## src/design/hfd_pkg.sv

```systemverilog
// ----------------------------------------------------------------------------
// hfd_pkg
// Shared widths, codes and the result record of the code-tree bit decoder.
// ----------------------------------------------------------------------------
package hfd_pkg;

  // Field widths fixed by the channel definitions
  localparam int unsigned IDX_W  = 9;
  localparam int unsigned SYM_W  = 8;
  localparam int unsigned CHAR_W = 8;
  localparam int unsigned KIND_W = 2;

  // Input opcodes
  localparam logic OP_LOAD = 1'b0;
  localparam logic OP_CHAR = 1'b1;

  // Code characters
  localparam logic [CHAR_W-1:0] CHAR_ZERO = 8'h30;
  localparam logic [CHAR_W-1:0] CHAR_ONE  = 8'h31;

  // Result kinds
  localparam logic [KIND_W-1:0] KIND_SYMBOL = 2'd0;
  localparam logic [KIND_W-1:0] KIND_ACCEPT = 2'd1;
  localparam logic [KIND_W-1:0] KIND_REJECT = 2'd2;

  // One result transaction
  typedef struct packed {
    logic [KIND_W-1:0] kind;
    logic [SYM_W-1:0]  symbol;
    logic              last;
  } result_t;

endpackage

```

## src/design/hfd_result_fifo.sv

```systemverilog
// ----------------------------------------------------------------------------
// hfd_result_fifo
// Small result queue: takes up to two results a cycle, hands out one.
// ----------------------------------------------------------------------------
module hfd_result_fifo #(
  parameter int unsigned DEPTH = 4,   // power of two, at least 2
  localparam int unsigned PW   = $clog2(DEPTH),
  localparam int unsigned CW   = $clog2(DEPTH + 1)
) (
  input  logic             clk_i,
  input  logic             rst_ni,
  input  logic             push_a_i,
  input  hfd_pkg::result_t item_a_i,
  input  logic             push_b_i,
  input  hfd_pkg::result_t item_b_i,
  input  logic             pop_i,
  output logic             head_vld_o,
  output hfd_pkg::result_t head_o,
  output logic             room2_o
);

  hfd_pkg::result_t mem_q [DEPTH];
  logic [PW-1:0]    wr_ptr_q, wr_ptr_d;
  logic [PW-1:0]    rd_ptr_q, rd_ptr_d;
  logic [CW-1:0]    count_q, count_d;
  logic [PW-1:0]    wr_b_ptr;
  logic             pop;

  assign pop      = pop_i && (count_q != '0);
  assign wr_b_ptr = push_a_i ? (wr_ptr_q + PW'(1)) : wr_ptr_q;

  // Advance pointers and fill level
  always_comb begin
    wr_ptr_d = wr_ptr_q + PW'(push_a_i) + PW'(push_b_i);
    rd_ptr_d = rd_ptr_q + PW'(pop);
    count_d  = count_q + CW'(push_a_i) + CW'(push_b_i) - CW'(pop);
  end

  always_ff @(posedge clk_i or negedge rst_ni) begin
    if (!rst_ni) begin
      wr_ptr_q <= '0;
      rd_ptr_q <= '0;
      count_q  <= '0;
    end else begin
      wr_ptr_q <= wr_ptr_d;
      rd_ptr_q <= rd_ptr_d;
      count_q  <= count_d;
    end
  end

  // Store entries
  always_ff @(posedge clk_i) begin
    if (push_a_i) begin
      mem_q[wr_ptr_q] <= item_a_i;
    end
    if (push_b_i) begin
      mem_q[wr_b_ptr] <= item_b_i;
    end
  end

  assign head_vld_o = (count_q != '0);
  assign head_o     = mem_q[rd_ptr_q];
  assign room2_o    = (count_q <= CW'(DEPTH - 2));

endmodule

```

## config.mk

```make
export PLATFORM = sky130hd
export DESIGN_NAME = hfd_result_fifo
export DESIGN_NICKNAME = d
export VERILOG_FILES = /design/src/design/hfd_pkg.sv /design/src/design/hfd_result_fifo.sv
export SDC_FILE = /design/constraint.sdc
export NUM_CORES = 1
export LEC_CHECK = 0
export BUFFER_PORTS_ARGS = -buffer_cell sky130_fd_sc_hd__buf_2
export CAP_MARGIN = 20
export CORE_UTILIZATION = 55
export CTS_BUF_LIST = sky130_fd_sc_hd__clkbuf_2 sky130_fd_sc_hd__clkbuf_4 sky130_fd_sc_hd__clkbuf_8
export DETAILED_ROUTE_END_ITERATION = 7
export GPL_TIMING_DRIVEN = 1
export PLACE_DENSITY = 0.79
export SLEW_MARGIN = 30
export SYNTH_ARGS = -nofsm -noshare
export SYNTH_HDL_FRONTEND = slang
export SYNTH_SLANG_ARGS = --single-unit
export TNS_END_PERCENT = 20
```

## constraint.sdc

```tcl
create_clock -name clk_i -period 2.2 [get_ports clk_i]
set_input_delay 0.44 -clock clk_i [delete_from_list [all_inputs] [get_ports clk_i]]
set_output_delay 0.44 -clock clk_i [all_outputs]
set_load 0.05 [all_outputs]
```

== Word level (Yosys, flattened, before mapping) ==
Memory sizes are Yosys's and may differ from the RTL's.
Index checks and enable logic that the tools add are counted.

* Add/subtract/negate cells: 7
* Magnitude comparators: 1
* Multiplexer cells: 5
* Reduce and logical (&&, ||, !) cells: 2

{| class="wikitable"
|+ Operator list
! kind !! count
|-
| $add A2 B1 Y2 || 3
|-
| $add A3 B1 Y3 || 2
|-
| $mux W1 || 4
|-
| $le A3 B2 Y1 const B || 1
|-
| $reduce_bool A3 Y1 || 1
|-
| $sub A3 B1 Y3 || 1
|-
| $add A2 B1 Y2 const B || 1
|-
| $mux W2 || 1
|-
| $logic_and A1 B1 Y1 || 1
|}

* Register bits after elaboration: 7
* Memory bits (writable): 44
* Output and inout port bits: 13
* Memories: 1

{| class="wikitable"
|+ Memory list
! name !! words !! bits a word !! read ports !! clocked after memory_dff !! wr ports !! line !! RTL
|-
| mem_q || 4 || 11 || 1 || 0 || 2 || hfd_result_fifo.sv:22 || <nowiki>hfd_pkg::result_t mem_q [DEPTH];</nowiki>
|}

== Depth between registers and ports, before layout ==
Gate-level depths: netlist of the first run.

* Depth after elaboration: 3
* Mapped depth: 8
* Depth with buffers taken out: 8

== Worst setup path before layout of the first run ==
OpenSTA, ideal clock, no wires.

* Path kind: register to register
* Start: register count_q[0]
* End: register count_q[2]
* Setup time: 123 ps
* Arrival: 2290 ps
* Path slack: -212 ps
* Stages on the path, launching flop included: 9
* Path buffers: 0
* Period minus slack after synthesis: 2412 ps
* Cells stage by stage: dfrtp_1 nor2_1 nand2_1 and2_1 ha_1 inv_1 fa_1 fa_1 xnor2_1

* Cells in the longest elaborated chain, start to end: 3
* Elaborated cells between the ends (all ways): 5
* Classes of those cells: add/sub (3); reduce/logical (2)

{| class="wikitable"
|+ RTL lines
! what !! line !! RTL
|-
| start, declared || hfd_result_fifo.sv:25 || <nowiki>logic [CW-1:0] count_q, count_d;</nowiki>
|-
| start signal, assigned || hfd_result_fifo.sv:47 || <nowiki>count_q <= count_d;</nowiki>
|-
| $reduce_bool A3 Y1 || - ||
|-
| named net head_vld_o || hfd_result_fifo.sv:17 || <nowiki>output logic head_vld_o,</nowiki>
|-
| $logic_and A1 B1 Y1 || hfd_result_fifo.sv:29 || <nowiki>assign pop = pop_i && (count_q != '0);</nowiki>
|-
| $sub A3 B1 Y3 || hfd_result_fifo.sv:36 || <nowiki>count_d = count_q + CW'(push_a_i) + CW'(push_b_i) - CW'(pop);</nowiki>
|-
| named net count_d[2] || hfd_result_fifo.sv:25 ||
|}

The timed path passes the listed nets, and every way through them passes these cells.

== Worst setup path in the final report of the first run ==
* Start: register count_q[0]
* End: register count_q[2]

* Cells in the longest elaborated chain, start to end: 3
* Elaborated cells between the ends (all ways): 5
* Classes of those cells: add/sub (3); reduce/logical (2)

{| class="wikitable"
|+ RTL lines
! what !! line
|-
| $add A3 B1 Y3 or $reduce_bool A3 Y1 (tied branches) || hfd_result_fifo.sv:36, hfd_result_fifo.sv:29
|-
| $add A3 B1 Y3 or $logic_and A1 B1 Y1 (tied branches) || hfd_result_fifo.sv:36, hfd_result_fifo.sv:29
|-
| $sub A3 B1 Y3 (*) || hfd_result_fifo.sv:36
|-
| named net count_d[2] || hfd_result_fifo.sv:25
|}

Mark *: on every way through the listed nets, which the timed path passes. The rest lies on a longest branch.

==> flow_summary.toml, run 1 <==
[sta]
finalSetupTns_ns = 0
relSlewSlack_pct = 61.80
period_needed_ns = 2.135
skew_ns = 0.007915
fin_ws_ns = 0.06520
hold_slack_ns = 0.4733
rsz0062_at_grt = "no"
drv_slew = 0
worst_slew_pin_slew_ns = 0.5731
hold_viol_final = 0
setup_viol = 0
fmax_mhz = 468.4
period_share_pct = 97.04

[final_layout]
nets = 246
final_util_pct = 67.13
drive_gt1_share_pct = 60.00
final_common_cell = "edfxtp_1"
fillers = 348
syn2layout_area_growth_pct = 16.91
multi_input_area_um2 = 1160
seqCellArea_um2 = 1498
mostFrequentLayoutCells = "edfxtp_1 (44), buf_2 (39), mux2_2 (25)"
antenna_cells = 0

[logic_synthesis]
synth_top_family_by_area = "multiplexers"
synthSimpleGateAreaFrac_pct = 3.025
synth.top_cell.area_share_pct = 48.40
syn-num-nets = 193
async_flop_share_pct = 13.73
synth_seq_cells = 51
yosysSeqAreaShare_pct = 54.81
synth_cell_type_count = 26
synth_fa_ha_area_share_pct = 5.408
synth_edf_count = 44
synth_area_per_cell_um2 = 17.50
syn_inst = 156
synth-compound-area-share_pct = 2.750
syn_area_um2 = 2730
synthMuxAreaShare_pct = 29.70
synth_warnings = 0
synth_xor_area_share_pct = 0.9624
ys.flop_type = "edfxtp_1"
synth.area.top_cells = "edfxtp_1 (48%), mux2_2 (10%), mux2_4 (9.9%)"
synth_top_cell_by_area = "edfxtp_1"

[drt]
via_per_inst = 5.231
postRouteAntennaNets = 0
dr.pass1.iters = 3
wl_met3_um = 166
highest_layer = "met4"
vias = 1449
wl_met2_mm = 2.665
drtIter0Drc = 75
wl_met1_mm = 1.894
wirelength_mm = 4.773
routedWlPerCell_um = 17.23
route.detailed.drc = 0

[power]
p_switching_w = 0.001948
p_per_area_nw_per_um2 = 1483
power_leakage_nw = 1.325
pwr-share-clk_pct = 11.4
ir_worst_vdd_uv = 662.2
p_sw_share_pct = 41.14
pwr-share-seq_pct = 35.7
p_comb_share_pct = 52.9
totalPowerFinal_w = 0.004734
internal-power_w = 0.002787

[grt]
track_usage_pct = 20.35
grt_max_degree = 15
grt_pass1_vias = 1572
grt_pass1_wl_mm = 7.603
grt_overflow_total = 0
antenna_found_initial = 0

[floorplanning]
start_util_pct = 57.42
rows = 25
coreArea_um2 = 4755
die_area_um2 = 5250
ios = 40
fp.dieW_um = 72.46
dieHeight_um = 72.46

[hold_path]
hp-start = "item_b_i[6]"
whs_path_depth = 2
worstHoldEndpoint = "mem_q[0][6]"
hold_path_class = "in -> reg"

[setup_path]
worstSetupStartpointType = "flip-flop"
end_kind = "flip-flop"
r2r-end = "count_q[2]"
crit_fanout = 2
criticalPathCategory = "reg -> reg"
critPathRequiredTime_ns = 2.42
r2r_slack_ns = 0.07
critPathLaunch = "count_q[0]"
reg2reg_depth = 8
regToRegStartpoint = "count_q[0]"
arrival_ns = 2.35

[outcome]
status = "complete, no violations"

[clock_tree]
clk_latency_ns = 0.30
cts-root-buf = "clkbuf_8"
path_clk_slew_ns = 0.09
cts_tree = "yes"
numCtsBuffers = 5
clock_sinks = 51
clockBufferDepth = 2
h-tree-depth = 2

[placed_design]
pre_cts_ws_ns = -0.02732
place_congestion = 0.7855
dp_hpwl_mm = 3.447
port-buffer-count = 39

[job]
maxCapViolations = 0
## state kept, by name, summed over array words and instances (netlist names)
signal,count
count_q,3
mem_q,44
rd_ptr_q,2
wr_ptr_q,2
## cells by family after synthesis
kind of cell	after synthesis
fa+ha+maj	10
flops	51
simple gates	14
xor+xnor	3
mux	55
buf+inv	16
compound gates	7
## per-layer routing
layer / track usage, % / vias to the layer above
li1: - / 706
met1: 24.43 / 711
met2: 36.55 / 27
met3: 4.722 / 5
met4: 5.882 / 0
met5: 0 / -
## worst max path at each step
stage	to	slack, ns
final	count_q[2]	0.07
after global routing	head_o[9]	0.007
after CTS	count_q[2]	0.01
after detailed placement	count_q[2]	-0.03
after global placement	count_q[2]	0.14
after floorplan	count_q[2]	0.02
## cell type report
type | count | area share [%]
multi-input cells | 89 | 36.34
well taps | 67 | 2.626
clock buffers | 7 | 2.626
clock inverters | 1 | 0.1568
inverters | 9 | 1.058
repair buffers | 53 | 10.27
flip-flops and latches | 51 | 46.92
## synthesized netlist by cell type, types with 3 or more instances
library cell and n:
ha_1 7, buf_6 3, nand2_1 7, mux2_2 25
mux2_4 18, fa_1 3, inv_1 9, edfxtp_1 44
mux4_2 11, dfrtp_1 7
## critical path: stages (launching register included)
cell and delay (ns):
dfrtp_1 0.42, nor2_4 0.15, nand2_4 0.05, and2_1 0.17, ha_1 0.28, inv_1 0.05
fa_1 0.41, fa_2 0.35, xnor2_1 0.18
## per-stage QoR
stage	instance area, µm²	cells
4_1_cts	3188	277
5_1_grt	3192	277
3_5_place_dp	3077	267
6_report	3192	277
3_3_place_gp	3077	267
2_1_floorplan	2740	156
## what timing repair did
item	CTS	global route
hold buffers	1	0
setup endpoints to repair	1	3
resized for setup	1	3
hold endpoints to repair	7	0
setup buffers	1	0
## power by group through the flow
| stage | Clock [W] | Combinational [W] | Sequential [W] |
|---|---|---|---|
| 3_3_place_gp | 0 | 0.00244 | 0.00169 |
| 6_report | 0.000540 | 0.00250 | 0.00169 |
| 2_1_floorplan | 0 | 0.00191 | 0.00165 |
| 5_1_grt | 0.000587 | 0.00267 | 0.00173 |
| 3_5_place_dp | 0 | 0.00250 | 0.00172 |
| 4_1_cts | 0.000551 | 0.00253 | 0.00170 |
(Power assumes the default switching activity.)
==> inputs of run 2 (changes only) <==
clock period = 2.23 ns   (was 2.2 ns; I/O delays follow)
==> run 2 against run 1 <==
- clock skew decreased by 0.0045 ns
- count of clock-buffer cells in the layout unchanged
- cell area decreased by 0.51%
- largest power group unchanged
==> flow_summary.toml, run 2 (synthesis gave the netlist of run 1 again) <==
[outcome]
status = "complete, no violations"

[drt]
drtIter0Drc = 65
wirelength_mm = 4.819
routedWlPerCell_um = 17.52
route.detailed.drc = 0
vias = 1502
via_per_inst = 5.462
dr.pass1.iters = 4
postRouteAntennaNets = 0

[final_layout]
stdcell_count = 275
mostFrequentLayoutCells = "edfxtp_1 (44), buf_2 (39), mux2_2 (25)"
final_area_um2 = 3176
reg.largest.list = "mem_q: 44 flops, count_q: 3 flops"
nets = 244
fillers = 350
regMostFlops = "mem_q"
largest_register_ffs = 44
antenna_cells = 0
drive_gt1_share_pct = 59.13
syn2layout_area_growth_pct = 16.32
final_common_cell = "edfxtp_1"

[grt]
track_usage_pct = 21.05
grt_util_met2_pct = 37.69
grt_pass1_vias = 1630
grt_max_degree = 15
top_usage_layer = "met2"
grt_overflow_total = 0
antenna_found_initial = 0
grt_pass1_wl_mm = 7.859
use_met1_pct = 24.53
met3_usage_pct = 4.583

[floorplanning]
dieHeight_um = 72.46
die_area_um2 = 5250
ios = 40
coreArea_um2 = 4755
start_util_pct = 57.42
fp.dieW_um = 72.46
rows = 25

[clock_tree]
numCtsBuffers = 5
clock_sinks = 51
path_clk_slew_ns = 0.09
cts_tree = "yes"
clockBufferDepth = 2
h-tree-depth = 2
clk_latency_ns = 0.30
cts-root-buf = "clkbuf_8"

[sta]
rsz0062_at_grt = "no"
relSlewSlack_pct = 62.23
period_needed_ns = 2.155
worst_slew_pin_slew_ns = 0.5665
hold_viol_final = 0
period_share_pct = 96.63
finalSetupTns_ns = 0
fmax_mhz = 464.1
fin_ws_ns = 0.07523
drv_slew = 0
setup_viol = 0
skew_ns = 0.003439

[power]
ir_worst_vdd_uv = 983.0
power_leakage_nw = 1.316
p_per_area_nw_per_um2 = 1464
totalPowerFinal_w = 0.004648

[placed_design]
post_dp_cell_area_um2 = 3062
pre_cts_ws_ns = 0.03277
place_congestion = 0.7781
port-buffer-count = 39
dp_hpwl_mm = 3.410
place_inst = 265

[setup_path]
regToRegStartpoint = "count_q[0]"
crit_fanout = 2
critPathSlowestCell = "dfrtp_1"
critPathLaunch = "count_q[0]"
arrival_ns = 2.35
slowest_delay_ns = 0.43
criticalPathCategory = "reg -> reg"
path_cells = "nor2_4 -> nand2_4 -> and2_1 -> ha_1 -> inv_1 -> fa_1 -> fa_2 -> xnor2_1"
worstSetupStartpointType = "flip-flop"
critPathRequiredTime_ns = 2.42
end_kind = "flip-flop"

[hold_path]
hold_path_class = "in -> reg"
hp-start = "item_b_i[1]"

[job]
maxCapViolations = 0
[run 2: cell types whose count changed in the layout (fill, tap and decap cells not counted)]
cell / delta
dfrtp_2: -1
buf_4: -2
dfrtp_1: +1
[run 2: what timing repair did]
item                       CTS  global route
setup endpoints to repair    0             1
hold endpoints to repair     7             0
hold buffers                 1             0
resized for setup            0             3
buffers inserted             0             1
[run 2: stage by stage]
step	util (%)	hold slack, ns
2_1_floorplan	-	0.1504
3_3_place_gp	64.39	0.2797
3_5_place_dp	64.39	0.2869
4_1_cts	66.47	0.4768
5_1_grt	66.79	0.4793
6_report	66.79	0.4800
[run 2: worst paths after layout]
check	endpoint	slack [ns]	cells after the start
max in group asynchronous	count_q[2]	1.58	2
min in group asynchronous	count_q[1]	0.49	2
worst max register to register	count_q[2]	0.08	8
worst max-delay path	count_q[2]	0.08	8
worst min register to register	rd_ptr_q[0]	0.61	1
worst min-delay path	mem_q[1][1]	0.48	2
[run 2: final cells by class]
| type | count | area, µm² | share of cell area (%) |
|---|---|---|---|
| clock buffers | 7 | 83.83 | 2.640 |
| clock inverters | 1 | 5.005 | 0.1576 |
| inverters | 9 | 33.78 | 1.064 |
| multi-input cells | 89 | 1160 | 36.52 |
| flip-flops and latches | 51 | 1496 | 47.12 |
| well taps | 67 | 83.83 | 2.640 |
| repair buffers | 51 | 312.8 | 9.850 |
[run 2: per-layer routing]
| layer | share of wire, % | vias up |
|---|---|---|
| met5 | 0 | - |
| met2 | 55 | 40 |
| li1 | - | 704 |
| met4 | 2.0 | 0 |
| met1 | 39 | 750 |
| met3 | 4.5 | 8 |
[run 2: worst max-delay path: cells and delay by family (launching register included)]
| kind | cells | cell delay (ns) |
|---|---|---|
| xor+xnor | 1 | 0.13 |
| simple gates | 3 | 0.40 |
| flops | 1 | 0.43 |
| buf+inv | 1 | 0.05 |
| fa+ha+maj | 3 | 1.04 |
[run 2: where the power goes]
| part | switching [W] | internal (W) | total (W) | leakage, nW |
|---|---|---|---|---|
| sequential | 0.000158 | 0.00151 | 0.00167 | 0.493 |
| clock | 0.000289 | 0.000245 | 0.000534 | 0.0491 |
| combinational | 0.00148 | 0.000972 | 0.00245 | 0.774 |
==> inputs of run 3 (changes only) <==
CORE_UTILIZATION = 59   (was 55)
PLACE_DENSITY = 0.84   (was 0.79)
==> run 3 against run 2 <==
- sequential cell count stayed put
- clock power increased by 20%
- clock skew is 0.0096 ns higher
- core utilization increased by 4.9 points
- via count grew 4.8%
- die area decreased by 6.6%
- non-clock buffer count unchanged
- setup slack better by 0.023 ns
- sequential power about the same
- cell area decreased by 0.39%
==> flow_summary.toml, run 3 (synthesis gave the netlist of run 1 again) <==
[clock_tree]
cts_tree = "yes"
clock_sinks = 51
h-tree-depth = 2
numCtsBuffers = 5
post_cts_buffers = 0
clockBufferDepth = 2
cts-root-buf = "clkbuf_8"
path_clk_slew_ns = 0.10
clk_latency_ns = 0.31

[setup_path]
criticalPathCategory = "reg -> reg"
worstSetupStartpointType = "flip-flop"
path_cells = "nor2_4 -> nand2_4 -> and2_1 -> ha_1 -> inv_1 -> fa_1 -> fa_1 -> xnor2_1"
critPathRequiredTime_ns = 2.42
slowest_delay_ns = 0.43
crit_path_frequent_cell = "fa_1"
regToRegStartpoint = "count_q[2]"
critPathSlowestCell = "dfrtp_1"
end_kind = "flip-flop"
crit_fanout = 2
reg2reg_depth = 8
critPathLaunch = "count_q[2]"
arrival_ns = 2.32

[floorplanning]
dieHeight_um = 70.03
start_util_pct = 61.85
fp.dieW_um = 70.03
die_area_um2 = 4904
rows = 24
ios = 40
coreArea_um2 = 4414

[final_layout]
fillers = 285
reg.largest.list = "mem_q: 44 flops, count_q: 3 flops"
regMostFlops = "mem_q"
drive_gt1_share_pct = 58.45
multi_input_area_um2 = 1157
stdcell_count = 259
antenna_cells = 0
seqCellArea_um2 = 1496
nets = 244
syn2layout_area_growth_pct = 15.86
largest_register_ffs = 44
final_common_cell = "edfxtp_1"
mostFrequentLayoutCells = "edfxtp_1 (44), buf_2 (39), mux2_2 (25)"

[placed_design]
place_inst = 251
place_congestion = 0.7379
dp_hpwl_mm = 3.762
port-buffer-count = 39
pre_cts_ws_ns = 0.04184

[grt]
track_usage_pct = 24.11
antenna_found_initial = 0
grt_overflow_total = 0
grt_pass1_vias = 1788
grt_pass1_wl_mm = 8.769
grt_max_degree = 15

[outcome]
status = "complete, no violations"

[sta]
finalSetupTns_ns = 0
period_needed_ns = 2.132
fmax_mhz = 469.1
skew_ns = 0.01305
period_share_pct = 95.60
hold_viol_final = 0
fin_ws_ns = 0.09817
rsz0062_at_grt = "no"
drv_slew = 0
worst_slew_pin_slew_ns = 0.6038
relSlewSlack_pct = 59.75
setup_viol = 0

[power]
ir_worst_vdd_uv = 842.5
p_per_area_nw_per_um2 = 1511
power_leakage_nw = 1.316

[drt]
postRouteAntennaNets = 0
route.detailed.drc = 0
wirelength_mm = 5.387
dr.pass1.iters = 4
drtIter0Drc = 74
routedWlPerCell_um = 20.80
via_per_inst = 6.077
vias = 1574

[hold_path]
whs_path_depth = 2
hold_path_class = "in -> reg"
hp-start = "item_b_i[7]"

[job]
maxCapViolations = 0
run 3: cell types whose count changed in the layout (fill, tap and decap cells not counted), sizes merged:
cell,before,now
clkinv,1,0
clkbuf,7,6
bufinv,0,1
run 3: area by class of cell:
cell class / instances / share of cell area [%]
inverter: 9 / 1.068
sequential: 51 / 47.31
clock buffer: 6 / 2.413
tap: 52 / 2.057
timing repair buffer: 51 / 9.612
multi-input combinational: 89 / 36.59
clock inverter: 1 / 0.9494
run 3: worst max-delay path, delay by kind of cell (launching register included):
family | cells | cell delay (ns)
and+or+nand+nor | 3 | 0.37
adders and majority gates | 3 | 1.03
buffers and inverters | 1 | 0.04
xor gates and xnor gates | 1 | 0.13
DFF | 1 | 0.43
run 3: worst paths after layout:
kind                          endpoint  slack (ns)
max                         count_q[2]         0.1
min                        mem_q[1][7]        0.48
max reg2reg                 count_q[2]         0.1
min reg2reg                rd_ptr_q[0]        0.56
max in group asynchronous  rd_ptr_q[1]        1.55
min in group asynchronous   count_q[1]        0.50
run 3: where the power goes:
| part | internal [W] | leakage [nW] | switching [W] |
|---|---|---|---|
| Sequential | 0.00151 | 0.493 | 0.000164 |
| Combinational | 0.000960 | 0.768 | 0.00151 |
| Clock | 0.000342 | 0.0547 | 0.000297 |
run 3: through the flow:
step | util, % | hold slack, ns | area, µm² | total power, W
final | 71.66 | 0.4781 | 3163 | 0.004781
after global routing | 71.66 | 0.4855 | 3163 | 0.005000
after CTS | 71.46 | 0.4760 | 3154 | 0.004787
after detailed placement | 68.82 | 0.2948 | 3038 | 0.004142
after global placement | 68.82 | 0.2826 | 3038 | 0.004031
after floorplan | - | 0.1504 | 2740 | 0.003512
run 3: what timing repair did:
item                                   CTS  global route
gates resized for setup                  0             3
hold buffers                             1             0
setup endpoints to repair                0             8
endpoints found under the hold margin    7             0
run 3: metal layers:
layer | global-route usage, % | routed length (µm)
met3 | 4.329 | 177
met4 | 6.889 | 93
met5 | 0 | 0
met2 | 46.90 | 3023
met1 | 26.41 | 2092
